===== src/ssf_pkg.sv =====
// Shared types and constants for the state-space filter core.
`default_nettype none
package ssf_pkg;

  // Field widths of the stream beats
  localparam int SAMPLE_W = 16;
  localparam int INDEX_W  = 5;
  localparam int COEF_W   = 16;
  localparam int STATE_W  = 32;
  localparam int ORDER_W  = 3;
  localparam int PROD_W   = COEF_W + STATE_W;

  // Row and column counters cover orders up to eight
  localparam int CNT_W    = 4;

  // Fraction alignment of the sums
  localparam int Y_SHIFT  = 20;
  localparam int X_SHIFT  = 12;
  localparam int U_SCALE  = 8;

  typedef enum logic [1:0] {
    REQ_SAMPLE = 2'd0,
    REQ_WRITE  = 2'd1,
    REQ_CLEAR  = 2'd2
  } req_t;

  typedef enum logic [1:0] {
    ST_IDLE,
    ST_RUN,
    ST_DRAIN,
    ST_COMMIT
  } state_t;

  // Controller to datapath
  typedef struct packed {
    logic             start;
    logic             wr;
    logic             clr;
    logic             issue;
    logic             first;
    logic             last;
    logic             fin;
    logic             commit;
    logic [CNT_W-1:0] row;
    logic [CNT_W-1:0] col;
    logic [CNT_W-1:0] order;
  } cmd_t;

  // Datapath to controller
  typedef struct packed {
    logic fin_done;
    logic out_free;
  } sts_t;

  // Tag that travels with each product through the pipeline
  typedef struct packed {
    logic             valid;
    logic             first;
    logic             last;
    logic             fin;
    logic [CNT_W-1:0] row;
  } tag_t;

endpackage
`default_nettype wire


===== src/ssf_ctrl.sv =====
// Sequencer: request decode, term counters and result hand-off control.
`default_nettype none
module ssf_ctrl import ssf_pkg::*; #(
  parameter int MAX_ORDER = 4
) (
  input  wire logic               clk,
  input  wire logic               rst,
  input  wire logic               cfg_wr_en,
  input  wire logic [ORDER_W-1:0] cfg_wr_data,
  input  wire logic               in_valid,
  input  wire logic [1:0]         in_req,
  output logic                    in_ready,
  output cmd_t                    cmd,
  input  wire sts_t               sts
);

  state_t state, state_next;
  logic [ORDER_W-1:0] order_in_use;
  logic [CNT_W-1:0]   row, col, order_n, order_eff;
  logic               accept, run_end;
  req_t               req;

  assign req     = req_t'(in_req);
  assign accept  = in_valid && in_ready;
  assign run_end = (row == order_n) && (col == order_n);

  // Clamp the configured order into one to the built order
  always_comb begin
    priority if (order_in_use == '0) begin
      order_eff = CNT_W'(1);
    end else if (int'(order_in_use) > MAX_ORDER) begin
      order_eff = CNT_W'(MAX_ORDER);
    end else begin
      order_eff = CNT_W'(order_in_use);
    end
  end

  always_ff @(posedge clk) begin
    if (rst) begin
      state        <= ST_IDLE;
      order_in_use <= ORDER_W'(4);
      row          <= '0;
      col          <= '0;
      order_n      <= CNT_W'(1);
    end else begin
      state <= state_next;
      if (cfg_wr_en) begin
        order_in_use <= cfg_wr_data;
      end
      if (accept && req == REQ_SAMPLE) begin
        row     <= '0;
        col     <= '0;
        order_n <= order_eff;
      end else if (state == ST_RUN) begin
        if (col == order_n) begin
          col <= '0;
          row <= row + CNT_W'(1);
        end else begin
          col <= col + CNT_W'(1);
        end
      end
    end
  end

  always_comb begin
    state_next = state;
    unique case (state)
      ST_IDLE: begin
        if (accept && req == REQ_SAMPLE) begin
          state_next = ST_RUN;
        end
      end
      ST_RUN: begin
        if (run_end) begin
          state_next = ST_DRAIN;
        end
      end
      ST_DRAIN: begin
        if (sts.fin_done) begin
          state_next = ST_COMMIT;
        end
      end
      ST_COMMIT: begin
        if (sts.out_free) begin
          state_next = ST_IDLE;
        end
      end
    endcase
  end

  always_comb begin
    in_ready   = (state == ST_IDLE);
    cmd        = '0;
    cmd.row    = row;
    cmd.col    = col;
    cmd.order  = order_n;
    cmd.first  = (col == '0);
    cmd.last   = (col == order_n);
    cmd.fin    = run_end;
    cmd.issue  = (state == ST_RUN);
    cmd.commit = (state == ST_COMMIT) && sts.out_free;
    if (accept) begin
      case (req)
        REQ_SAMPLE: cmd.start = 1'b1;
        REQ_WRITE:  cmd.wr    = 1'b1;
        REQ_CLEAR:  cmd.clr   = 1'b1;
        default:    ; // unknown request: drop
      endcase
    end
  end

endmodule
`default_nettype wire


===== src/ssf_datapath.sv =====
// Coefficient memory, state registers, shared multiply-accumulate and output register.
`default_nettype none
module ssf_datapath import ssf_pkg::*; #(
  parameter int MAX_ORDER = 4
) (
  input  wire logic                       clk,
  input  wire logic                       rst,
  input  wire cmd_t                       cmd,
  output sts_t                            sts,
  input  wire logic signed [SAMPLE_W-1:0] sample_in,
  input  wire logic        [INDEX_W-1:0]  coef_index,
  input  wire logic signed [COEF_W-1:0]   coef_value,
  input  wire logic                       out_ready,
  output logic                            out_valid,
  output logic signed [SAMPLE_W-1:0]      sample_out,
  output logic                            saturated
);

  localparam int DEPTH  = MAX_ORDER * MAX_ORDER + 2 * MAX_ORDER + 1;
  localparam int B_BASE = MAX_ORDER * MAX_ORDER;
  localparam int C_BASE = MAX_ORDER * MAX_ORDER + MAX_ORDER;
  localparam int D_SLOT = MAX_ORDER * MAX_ORDER + 2 * MAX_ORDER;
  localparam int AW     = $clog2(DEPTH);
  localparam int WIDE_W = (AW > INDEX_W) ? AW : INDEX_W;
  localparam int IDX_W  = (MAX_ORDER > 1) ? $clog2(MAX_ORDER) : 1;
  localparam int ACC_W  = PROD_W + $clog2(MAX_ORDER + 1);

  localparam logic signed [ACC_W-1:0] Y_MIN = {{(ACC_W-SAMPLE_W){1'b1}}, 1'b1,
                                              {(SAMPLE_W-1){1'b0}}};
  localparam logic signed [ACC_W-1:0] Y_MAX = {{(ACC_W-SAMPLE_W){1'b0}}, 1'b0,
                                              {(SAMPLE_W-1){1'b1}}};
  localparam logic signed [ACC_W-1:0] X_MIN = {{(ACC_W-STATE_W){1'b1}}, 1'b1,
                                              {(STATE_W-1){1'b0}}};
  localparam logic signed [ACC_W-1:0] X_MAX = {{(ACC_W-STATE_W){1'b0}}, 1'b0,
                                              {(STATE_W-1){1'b1}}};

  logic signed [COEF_W-1:0]   coef_mem [DEPTH];
  logic [DEPTH-1:0]           coef_vld;
  logic signed [COEF_W-1:0]   coef_raw, coef_op;
  logic                       coef_ok;

  logic signed [SAMPLE_W-1:0] u_reg;
  logic signed [STATE_W-1:0]  xv  [MAX_ORDER];
  logic signed [STATE_W-1:0]  nxt [MAX_ORDER];

  logic [WIDE_W-1:0]          widx;
  logic [AW-1:0]              waddr, raddr;
  logic                       wr_ok;
  logic [CNT_W-1:0]           colm1, rowm1, s3_rowm1;
  logic signed [STATE_W-1:0]  opb, opb_reg;
  logic signed [PROD_W-1:0]   prod;
  logic signed [ACC_W-1:0]    acc, sh_y, sh_x;
  logic signed [SAMPLE_W-1:0] y_reg, y_sat;
  logic signed [STATE_W-1:0]  x_sat;
  logic                       y_clip, x_clip, sat_acc, fin_done;
  tag_t                       s1, s2, s3;

  // Coefficient write address; slots beyond the store are ignored
  assign widx  = WIDE_W'(coef_index);
  assign waddr = widx[AW-1:0];
  assign wr_ok = (int'(coef_index) < DEPTH);

  assign colm1 = cmd.col - CNT_W'(1);
  assign rowm1 = cmd.row - CNT_W'(1);

  // Row zero forms y from D and C; row r forms state r-1 from B and row r-1 of A
  always_comb begin
    if (cmd.row == '0) begin
      raddr = (cmd.col == '0) ? AW'(D_SLOT) : AW'(C_BASE + int'(colm1));
    end else if (cmd.col == '0) begin
      raddr = AW'(B_BASE + int'(rowm1));
    end else begin
      raddr = AW'(int'(rowm1) * MAX_ORDER + int'(colm1));
    end
    if (cmd.col == '0) begin
      opb = {{(STATE_W-SAMPLE_W-U_SCALE){u_reg[SAMPLE_W-1]}}, u_reg, {U_SCALE{1'b0}}};
    end else begin
      opb = xv[colm1[IDX_W-1:0]];
    end
  end

  always_ff @(posedge clk) begin
    if (cmd.wr && wr_ok) begin
      coef_mem[waddr] <= coef_value;
    end
    if (cmd.issue) begin
      coef_raw <= coef_mem[raddr];
      coef_ok  <= coef_vld[raddr];
      opb_reg  <= opb;
    end
  end

  // Entries never written read as zero
  assign coef_op = coef_ok ? coef_raw : '0;

  always_ff @(posedge clk) begin
    if (rst) begin
      coef_vld <= '0;
    end else if (cmd.wr && wr_ok) begin
      coef_vld[waddr] <= 1'b1;
    end
  end

  // Pipeline tags
  always_ff @(posedge clk) begin
    if (rst) begin
      s1       <= '0;
      s2       <= '0;
      s3       <= '0;
      fin_done <= 1'b0;
    end else begin
      s1.valid <= cmd.issue;
      s1.first <= cmd.first;
      s1.last  <= cmd.last;
      s1.fin   <= cmd.fin;
      s1.row   <= cmd.row;
      s2       <= s1;
      s3       <= s2;
      fin_done <= s3.valid && s3.last && s3.fin;
    end
  end

  // Multiply, then accumulate one stage later
  always_ff @(posedge clk) begin
    if (s1.valid) begin
      prod <= coef_op * opb_reg;
    end
    if (s2.valid) begin
      if (s2.first) begin
        acc <= {{(ACC_W-PROD_W){prod[PROD_W-1]}}, prod};
      end else begin
        acc <= acc + {{(ACC_W-PROD_W){prod[PROD_W-1]}}, prod};
      end
    end
  end

  // Floor shift and clip of a finished row
  always_comb begin
    sh_y   = acc >>> Y_SHIFT;
    sh_x   = acc >>> X_SHIFT;
    y_clip = (sh_y < Y_MIN) || (sh_y > Y_MAX);
    x_clip = (sh_x < X_MIN) || (sh_x > X_MAX);
    priority if (sh_y < Y_MIN) begin
      y_sat = Y_MIN[SAMPLE_W-1:0];
    end else if (sh_y > Y_MAX) begin
      y_sat = Y_MAX[SAMPLE_W-1:0];
    end else begin
      y_sat = sh_y[SAMPLE_W-1:0];
    end
    priority if (sh_x < X_MIN) begin
      x_sat = X_MIN[STATE_W-1:0];
    end else if (sh_x > X_MAX) begin
      x_sat = X_MAX[STATE_W-1:0];
    end else begin
      x_sat = sh_x[STATE_W-1:0];
    end
  end

  assign s3_rowm1 = s3.row - CNT_W'(1);

  always_ff @(posedge clk) begin
    if (cmd.start) begin
      u_reg   <= sample_in;
      sat_acc <= 1'b0;
    end else if (s3.valid && s3.last) begin
      if (s3.row == '0) begin
        y_reg   <= y_sat;
        sat_acc <= sat_acc | y_clip;
      end else begin
        nxt[s3_rowm1[IDX_W-1:0]] <= x_sat;
        sat_acc <= sat_acc | x_clip;
      end
    end
  end

  // State vector; unused elements are left alone by a sample
  always_ff @(posedge clk) begin
    if (rst) begin
      for (int i = 0; i < MAX_ORDER; i++) begin
        xv[i] <= '0;
      end
    end else if (cmd.clr) begin
      for (int i = 0; i < MAX_ORDER; i++) begin
        xv[i] <= '0;
      end
    end else if (cmd.commit) begin
      for (int i = 0; i < MAX_ORDER; i++) begin
        if (i < int'(cmd.order)) begin
          xv[i] <= nxt[i];
        end
      end
    end
  end

  // Output register
  always_ff @(posedge clk) begin
    if (rst) begin
      out_valid <= 1'b0;
    end else if (cmd.commit) begin
      out_valid <= 1'b1;
    end else if (out_ready) begin
      out_valid <= 1'b0;
    end
  end

  always_ff @(posedge clk) begin
    if (cmd.commit) begin
      sample_out <= y_reg;
      saturated  <= sat_acc;
    end
  end

  assign sts.fin_done = fin_done;
  assign sts.out_free = !out_valid || out_ready;

endmodule
`default_nettype wire


===== src/state_space_filter_siso_core.sv =====
// Top level of the single-input single-output state-space filter core.
// A sample beat runs (n+1)^2 products, n the order in use, through the one shared multiply-accumulate unit,
// one product per cycle, then drains its pipeline and waits for the output register to be free before commit;
// no new beat is taken until that commit, while write and clear beats leave the input open.
// Reset (rst, synchronous, active high) zeroes the coefficients and the state, sets the order to four.
`default_nettype none
module state_space_filter_siso_core import ssf_pkg::*; #(
  parameter int MAX_ORDER = 4
) (
  input  wire logic               clk,
  input  wire logic               rst,
  input  wire logic               cfg_wr_en,
  input  wire logic [ORDER_W-1:0] cfg_wr_data,  // order_in_use
  input  wire logic               s_tvalid,
  output logic                    s_tready,
  input  wire logic [39:0]        s_tdata,      // sample_in, coef_index, coef_value, zero pad
  input  wire logic [1:0]         s_tuser,      // req_type
  output logic                    m_tvalid,
  input  wire logic               m_tready,
  output logic [15:0]             m_tdata,      // sample_out
  output logic [0:0]              m_tuser       // saturated
);

  cmd_t cmd;
  sts_t sts;
  logic signed [SAMPLE_W-1:0] y_out;
  logic                       sat_out;

  ssf_ctrl #(
    .MAX_ORDER (MAX_ORDER)
  ) u_ctrl (
    .clk         (clk),
    .rst         (rst),
    .cfg_wr_en   (cfg_wr_en),
    .cfg_wr_data (cfg_wr_data),
    .in_valid    (s_tvalid),
    .in_req      (s_tuser),
    .in_ready    (s_tready),
    .cmd         (cmd),
    .sts         (sts)
  );

  ssf_datapath #(
    .MAX_ORDER (MAX_ORDER)
  ) u_dp (
    .clk        (clk),
    .rst        (rst),
    .cmd        (cmd),
    .sts        (sts),
    .sample_in  (s_tdata[15:0]),
    .coef_index (s_tdata[20:16]),
    .coef_value (s_tdata[36:21]),
    .out_ready  (m_tready),
    .out_valid  (m_tvalid),
    .sample_out (y_out),
    .saturated  (sat_out)
  );

  assign m_tdata    = y_out;
  assign m_tuser[0] = sat_out;

endmodule
`default_nettype wire


===== config.mk =====
export PLATFORM = sky130hd
export DESIGN_NAME = state_space_filter_siso_core
export DESIGN_NICKNAME = d
export VERILOG_FILES = /design/src/ssf_pkg.sv /design/src/ssf_ctrl.sv /design/src/ssf_datapath.sv /design/src/state_space_filter_siso_core.sv
export SDC_FILE = /design/constraint.sdc
export NUM_CORES = 2
export LEC_CHECK = 0
export BUFFER_PORTS_ARGS = -buffer_cell sky130_fd_sc_hd__buf_4
export CAP_MARGIN = 20
export CORE_MARGIN = 2
export CORE_UTILIZATION = 50
export CTS_BUF_LIST = sky130_fd_sc_hd__clkbuf_16
export CTS_CLUSTER_SIZE = 24
export DETAILED_ROUTE_END_ITERATION = 6
export HOLD_SLACK_MARGIN = 0.06
export PLACE_DENSITY = 0.66
export SLEW_MARGIN = 25
export SYNTH_ARGS = -nofsm -noshare
export SYNTH_HDL_FRONTEND = slang
export SYNTH_SLANG_ARGS = --single-unit

===== constraint.sdc =====
create_clock -name clk -period 9.8 [get_ports clk]
set_input_delay 0.49 -clock clk [delete_from_list [all_inputs] [get_ports clk]]
set_output_delay 0.49 -clock clk [all_outputs]
set_load 0.1 [all_outputs]

# ---- Word level (Yosys, flattened, before mapping)
# Memories as Yosys holds them, arrays and structs flattened. A register that Yosys moved wholly into a read port is not among the register bits.
# Index checks and enable logic that the tools add are counted.
dict set report totals {
  regBits 249
  ramBits 656
  word_cells 171
  memories 3
}
# memory words width read_ports rd_ports_with_merged_regs write_ports line_no
set mem_list {}
lappend mem_list {u_dp.coef_mem 25 16 1 1 1 ssf_datapath.sv:37} ;# logic signed [COEF_W-1:0] coef_mem [DEPTH];
lappend mem_list {u_dp.nxt 4 32 4 0 1 ssf_datapath.sv:44} ;# logic signed [STATE_W-1:0] nxt [MAX_ORDER];
lappend mem_list {u_dp.xv 4 32 1 0 4 ssf_datapath.sv:43} ;# logic signed [STATE_W-1:0] xv [MAX_ORDER];
dict set report classes {
  add_sub_neg 9
  mul 1
  order_cmp 13
  eq_ne 11
  n_mux 67
  n_bitwise 12
  n_reduce_logical 23
}
# operator n
set ops {}
lappend ops {{$mux W32} 11}
lappend ops {{$add A51 B51 Y51} 1}
lappend ops {{$mux W51} 1}
lappend ops {{$mul A16 B32 Y48} 1}
lappend ops {{$gt A39 B32 Y1 const B} 1}
lappend ops {{$lt A39 B32 Y1 const B} 1}
lappend ops {{$mux W1} 39}
lappend ops {{$mux W16} 2}
lappend ops {{$gt A31 B16 Y1 const B} 1}
lappend ops {{$lt A31 B16 Y1 const B} 1}
lappend ops {{$or A25 B25 Y25} 1}
lappend ops {{$mux W5} 3}
lappend ops {{$logic_not A4 Y1} 3}
lappend ops {{$lt A5 B6 Y1 const B} 2}
lappend ops {{$add A5 B4 Y5 const A} 2}
lappend ops {{$or A1 B1 Y1} 10}
lappend ops {{$add A4 B1 Y4 const B} 2}
lappend ops {{$eq A4 B4 Y1} 2}
lappend ops {{$logic_and A1 B1 Y1} 8}
lappend ops {{$lt A1 B4 Y1 const A} 2}
lappend ops {{$lt A2 B4 Y1 const A} 2}
lappend ops {{$mux W2} 4}
lappend ops {{$mux W4} 2}
lappend ops {{$pmux W2 S4} 1}
lappend ops {{23 further kinds} 33}

# ---- Depth between registers and ports, before layout
dict set report logic_depth {
  depth_word 8
  ltp_mapped 27
  mapped_depth_nobuf 23
}

# ---- Cells and area by module
# A second synthesis with hierarchy kept.
dict set report hier_totals {
  hier_cells 5007
  hier_area_um2 56282.7
}
# mod instances cells_per_inst area_per_inst_um2 seq_area_each_um2
set modules_own_cells {}
lappend modules_own_cells {ssf_datapath 1 4894 55318.1 26315.2}
lappend modules_own_cells {ssf_ctrl 1 113 964.7 320.3}

# ---- Worst setup path after synthesis
# Ideal clock, no wire load.
dict set report synth_path {
  kind {register to register}
  startpoint {reg u_dp.coef_ok}
  endpoint {reg u_dp.prod[40] (data pin)}
  setup_time_ns 0.271
  arrival_time_ns 6.594
  required_ns 9.529
  setup_slack_ns 2.935
  path_stages_with_launch 25
  path_buffers 3
  period_less_slack_ns 6.865
  path_cell_list {edfxtp_1 -> clkbuf_1 -> clkbuf_1 -> clkbuf_1 -> and3_1 -> fa_1 -> inv_1 -> fa_1 -> fa_1 -> fa_1 -> inv_1 -> fa_1 -> inv_1 -> fa_1 -> inv_1 -> ha_1 -> and3_1 -> or4b_4 -> nand4b_4 -> and3_4 -> o21ai_2 -> or4_4 -> a31o_1 -> nand2_1 -> o311ai_2}
}
dict set report synth_via {
  elab_chain_len 2
}
# item line_no
set synth_rtl {}
lappend synth_rtl {{start: declaration} ssf_datapath.sv:40} ;# logic coef_ok;
lappend synth_rtl {{start signal: assignment} ssf_datapath.sv:88} ;# coef_ok <= coef_vld[raddr];
lappend synth_rtl {{$mux W16} ssf_datapath.sv:94} ;# assign coef_op = coef_ok ? coef_raw : '0;
lappend synth_rtl {{$mul A16 B32 Y48} ssf_datapath.sv:126} ;# prod <= coef_op * opb_reg;
lappend synth_rtl {{end signal: assignment} ssf_datapath.sv:126}
lappend synth_rtl {{end: declaration} ssf_datapath.sv:51} ;# logic signed [PROD_W-1:0] prod;
# Every way passes these cells.
# A chain may end at the register's enable or synchronous reset.

# ---- Final worst setup path
dict set report layout_path {
  startpoint {reg u_dp.coef_ok}
  endpoint {reg u_dp.prod[45] (data pin)}
}
# Same word-level chain as after synthesis.

==> qor.txt <==
Fmax achieved = 0.123 GHz
GRT Util Overall = 0.243
number of buffers inserted by port buffering = 65
Top Ports = 69
post-synth design cell area = 0.0565 mm²
final hold viol count = 0
min cycle time layout = 8.14 ns
width of the chip = 340 µm
worst-case register-to-register setup slack = 1.66 ns
Worst EP required = 10.27 ns
number of enable flip-flop cells after synthesis = 821
total via count in the routed design = 37200
standard cell with the maximum stage delay on the critical path = sky130_fd_sc_hd__edfxtp_1
number of instances in the synthesized netlist = 5068
die height = 340 µm
number of iterations in the first detailed-routing pass = 6
most repeated library cell on the critical path = sky130_fd_sc_hd__fa_1
commonest non-fill, non-tap cells in the layout = sky130_fd_sc_hd__nand2_1, sky130_fd_sc_hd__edfxtp_1, sky130_fd_sc_hd__inv_1
worst min-delay path endpoint = u_ctrl.order_in_use[1]
post-CTS setup buffers = 0
number of maximum-capacitance constraint violations = 0
most frequently used flop master after synthesis = sky130_fd_sc_hd__edfxtp_1
effective utilization at floorplan = 0.503
clock slew at reported path FFs = 0.06 ns
total CTS buffers = 93
violation count after the first detailed-route iteration = 3261
number of H-tree levels = 3
Reg2Reg Depth = 23
share of final-layout standard cells stronger than drive strength 1 = 0.0775
worst r2r src = u_dp.coef_ok
Worst path max stage delay = 0.69 ns
post-synthesis xor/xnor area fraction = 0.0160
DRC violations left = 0
Relative slew margins = 0.270
result of the run = complete, no violations
crit share post-route = 0.830
number of cells traversed by the worst hold path = 3
maximum clock skew at final layout = 0.0243 ns
number of antenna violations at the first check in global routing = 3
net total in the final layout = 5745
maximum number of pins on one net before global-route repair = 173
drt via density = 5.63
Rows = 123
DP Cell Count = 6417
sum of net half-perimeters after detailed placement = 93900 µm
overflow left after global routing = 0
stages on the worst setup path = 23
routability cong. = 0.928
top fanout value on the critical path = 43
Std-Cell Core Area = 0.112 mm²
post-layout utilization of the core = 0.549
max-slew violation count = 0
final sum of negative setup slack = 0 ns
Syn. warnings = 0
worst path buffer plus inverter count = 5
flip-flop count of the largest register, all copies and words added = 400
Root Buffer Master = sky130_fd_sc_hd__clkbuf_16
worst-margin pin slew = 1.09 ns
final setup violation count = 0
sort of element at the end of the critical path = flop
register name with the most flops = u_dp.coef_mem
routed wire length per instance = 21.0 µm
Post-Layout Cell Count = 6613
P&R area growth vs syn = 9.21%
Top Family by Delay on Critical Path = adder cells
wirelength, routed = 139000 µm
combinational family with the most area after synthesis = adder cells
CTS tree = done
synthesized-area fraction occupied by adder cells = 0.212
Syn Nets = 5781
multiplexer share of the synthesized area = 0.0173
setup repair after global routing missed its margin = no
Worst Setup Path Type = reg -> reg
vias in the first global route = 37300
area enclosed by the die boundary = 0.116 mm²
Max Root-Sink Buffers = 3
number of distinct library cell variants in the gate-level netlist after synthesis = 83
Critical Path AT = 8.61 ns
clock insertion delay at the later pin of the skew report = 0.68 ns
synthesized-area fraction occupied by and/or/nand/nor cells = 0.147
number of clock sinks = 920
Antenna Violating Nets Remaining = 0
proportion of synthesized chip area in sequential cells = 0.471
Hold Crit Class = in -> reg
hold path start = cfg_wr_en
Mapped Avg Cell Area = 11.1 µm²
most frequent standard cell in the layout excluding fill and tap cells = sky130_fd_sc_hd__nand2_1
Crit Reg-Reg Endpoint = u_dp.prod[45]
cell breakdown of the critical path = buf_4, and2_2, buf_4, nand2_1, fa_1, inv_1, fa_1, fa_1, fa_1, fa_1, inv_1, fa_1, inv_1, ha_1, a21oi_1, o21ai_0, a211oi_1, nand2_1, o21ai_1, o21ai_0, a31oi_1, a21oi_1, xor2_1
synthesized flop and latch total = 920
area fraction in compound gates after synthesis = 0.0750
kind of launch point of the worst setup path = flop
share of flip-flops with an asynchronous set or reset = 0
global-route wire length before repair = 217000 µm
metrics by stage:
step / area, µm² / worst slack, ns / hold slack (ns)
detailed placement: 58500 / 1.81 / 0.407
global placement: 58500 / 1.77 / 0.407
CTS: 61700 / 1.76 / 0.0758
finish: 61700 / 1.66 / 0.107
floorplan: 56500 / 2.93 / 0.400
global route: 61700 / 1.21 / 0.109
synth_stat cells, types with 4 or more instances:
cell type                   number  share of area
sky130_fd_sc_hd__a211o_1         4        0.00062
sky130_fd_sc_hd__a211oi_1       29         0.0039
sky130_fd_sc_hd__a21o_1         77          0.010
sky130_fd_sc_hd__a21oi_1       148          0.013
sky130_fd_sc_hd__a311o_1         4        0.00071
sky130_fd_sc_hd__a311oi_1       71          0.011
sky130_fd_sc_hd__a31oi_1        49         0.0054
sky130_fd_sc_hd__a41oi_1         4        0.00062
sky130_fd_sc_hd__and2_1         54         0.0060
sky130_fd_sc_hd__and3_1        295          0.033
sky130_fd_sc_hd__buf_1          22         0.0015
sky130_fd_sc_hd__buf_2          40         0.0035
sky130_fd_sc_hd__clkbuf_1      227          0.015
sky130_fd_sc_hd__dfxtp_1        99          0.035
sky130_fd_sc_hd__edfxtp_1      821           0.44
sky130_fd_sc_hd__fa_1          488           0.17
sky130_fd_sc_hd__ha_1          175          0.039
sky130_fd_sc_hd__inv_1         621          0.041
sky130_fd_sc_hd__mux2_2         16         0.0032
sky130_fd_sc_hd__mux2i_1        28         0.0050
sky130_fd_sc_hd__mux4_2         23         0.0092
sky130_fd_sc_hd__nand2_1       845          0.056
sky130_fd_sc_hd__nand2b_1       19         0.0021
sky130_fd_sc_hd__nand3_1       164          0.015
sky130_fd_sc_hd__nand3b_1        5        0.00066
sky130_fd_sc_hd__nand4_1        26         0.0029
sky130_fd_sc_hd__nor2_1        220          0.015
sky130_fd_sc_hd__nor2b_1        70         0.0078
sky130_fd_sc_hd__nor3_1         20         0.0018
sky130_fd_sc_hd__nor3b_1         5        0.00066
sky130_fd_sc_hd__nor4_1          8        0.00089
sky130_fd_sc_hd__o2111ai_1       5        0.00078
sky130_fd_sc_hd__o211ai_1       13         0.0017
sky130_fd_sc_hd__o21a_1         64         0.0085
sky130_fd_sc_hd__o21ai_0       100         0.0089
sky130_fd_sc_hd__o21ai_1         5        0.00044
sky130_fd_sc_hd__o21bai_1       15         0.0020
sky130_fd_sc_hd__o22ai_1         4        0.00044
sky130_fd_sc_hd__o31a_1          4        0.00062
sky130_fd_sc_hd__o31ai_1         6        0.00080
sky130_fd_sc_hd__or2_2          12         0.0013
sky130_fd_sc_hd__or3_1           5        0.00055
sky130_fd_sc_hd__or4_1           6        0.00080
sky130_fd_sc_hd__xnor2_1        66          0.010
sky130_fd_sc_hd__xor2_1         37         0.0057
per-layer routing:
metal / GRT usage / share of wire
met1: 0.329 / 0.42
met2: 0.403 / 0.49
met3: 0.0335 / 0.063
met4: 0.0849 / 0.034
met5: 0 / 0.000093
kinds of logic after synthesis:
logic type                 after synthesis
and+or+nand+nor                       1771
muxes                                   67
AOI/OAI and AO/OA                      630
xor gates and xnor gates               103
DFF                                    920
buffers and inverters                  914
adders and majority gates              663
how the worst max path moves through the flow:
stage,endpoint,slack [ns],start
after floorplan,u_dp.prod[40],2.93,u_dp.coef_ok
after global placement,u_dp.prod[43],1.77,u_dp.coef_ok
after detailed placement,u_dp.prod[43],1.81,u_dp.coef_ok
after CTS,u_dp.prod[45],1.76,u_dp.coef_ok
after global routing,u_dp.prod[45],1.21,u_dp.coef_ok
final,u_dp.prod[45],1.66,u_dp.coef_ok
timing repair:
action | 4_1_cts | 5_1_grt
resized for setup | 0 | 0
hold buffers | 20 | 0
endpoints found under the setup margin | 0 | 0
endpoints found under the hold margin | 19 | 0
worst register-to-register path, delay by kind of cell (launching register included):
| kind | cells | cell delay, ns |
|---|---|---|
| adders and majority gates | 7 | 3.38 |
| AOI/OAI and AO/OA | 7 | 1.87 |
| buffers and inverters | 5 | 0.89 |
| and+or+nand+nor | 3 | 0.82 |
| DFF | 1 | 0.69 |
| xor gates and xnor gates | 1 | 0.27 |
cell type report:
type,instances,area (µm²)
multi-input cells,3234,26500
clock buffers,94,2350
fillers,9632,50600
repair buffers,162,1300
well taps,1500,1880
flip-flops and latches,920,26600
diodes,2,5.00
clock inverters,80,643
inverters,621,2330
Power is left out: the tool's default activity adds up to more than one toggle a clock period on the data nets, which glitch-free logic cannot reach.
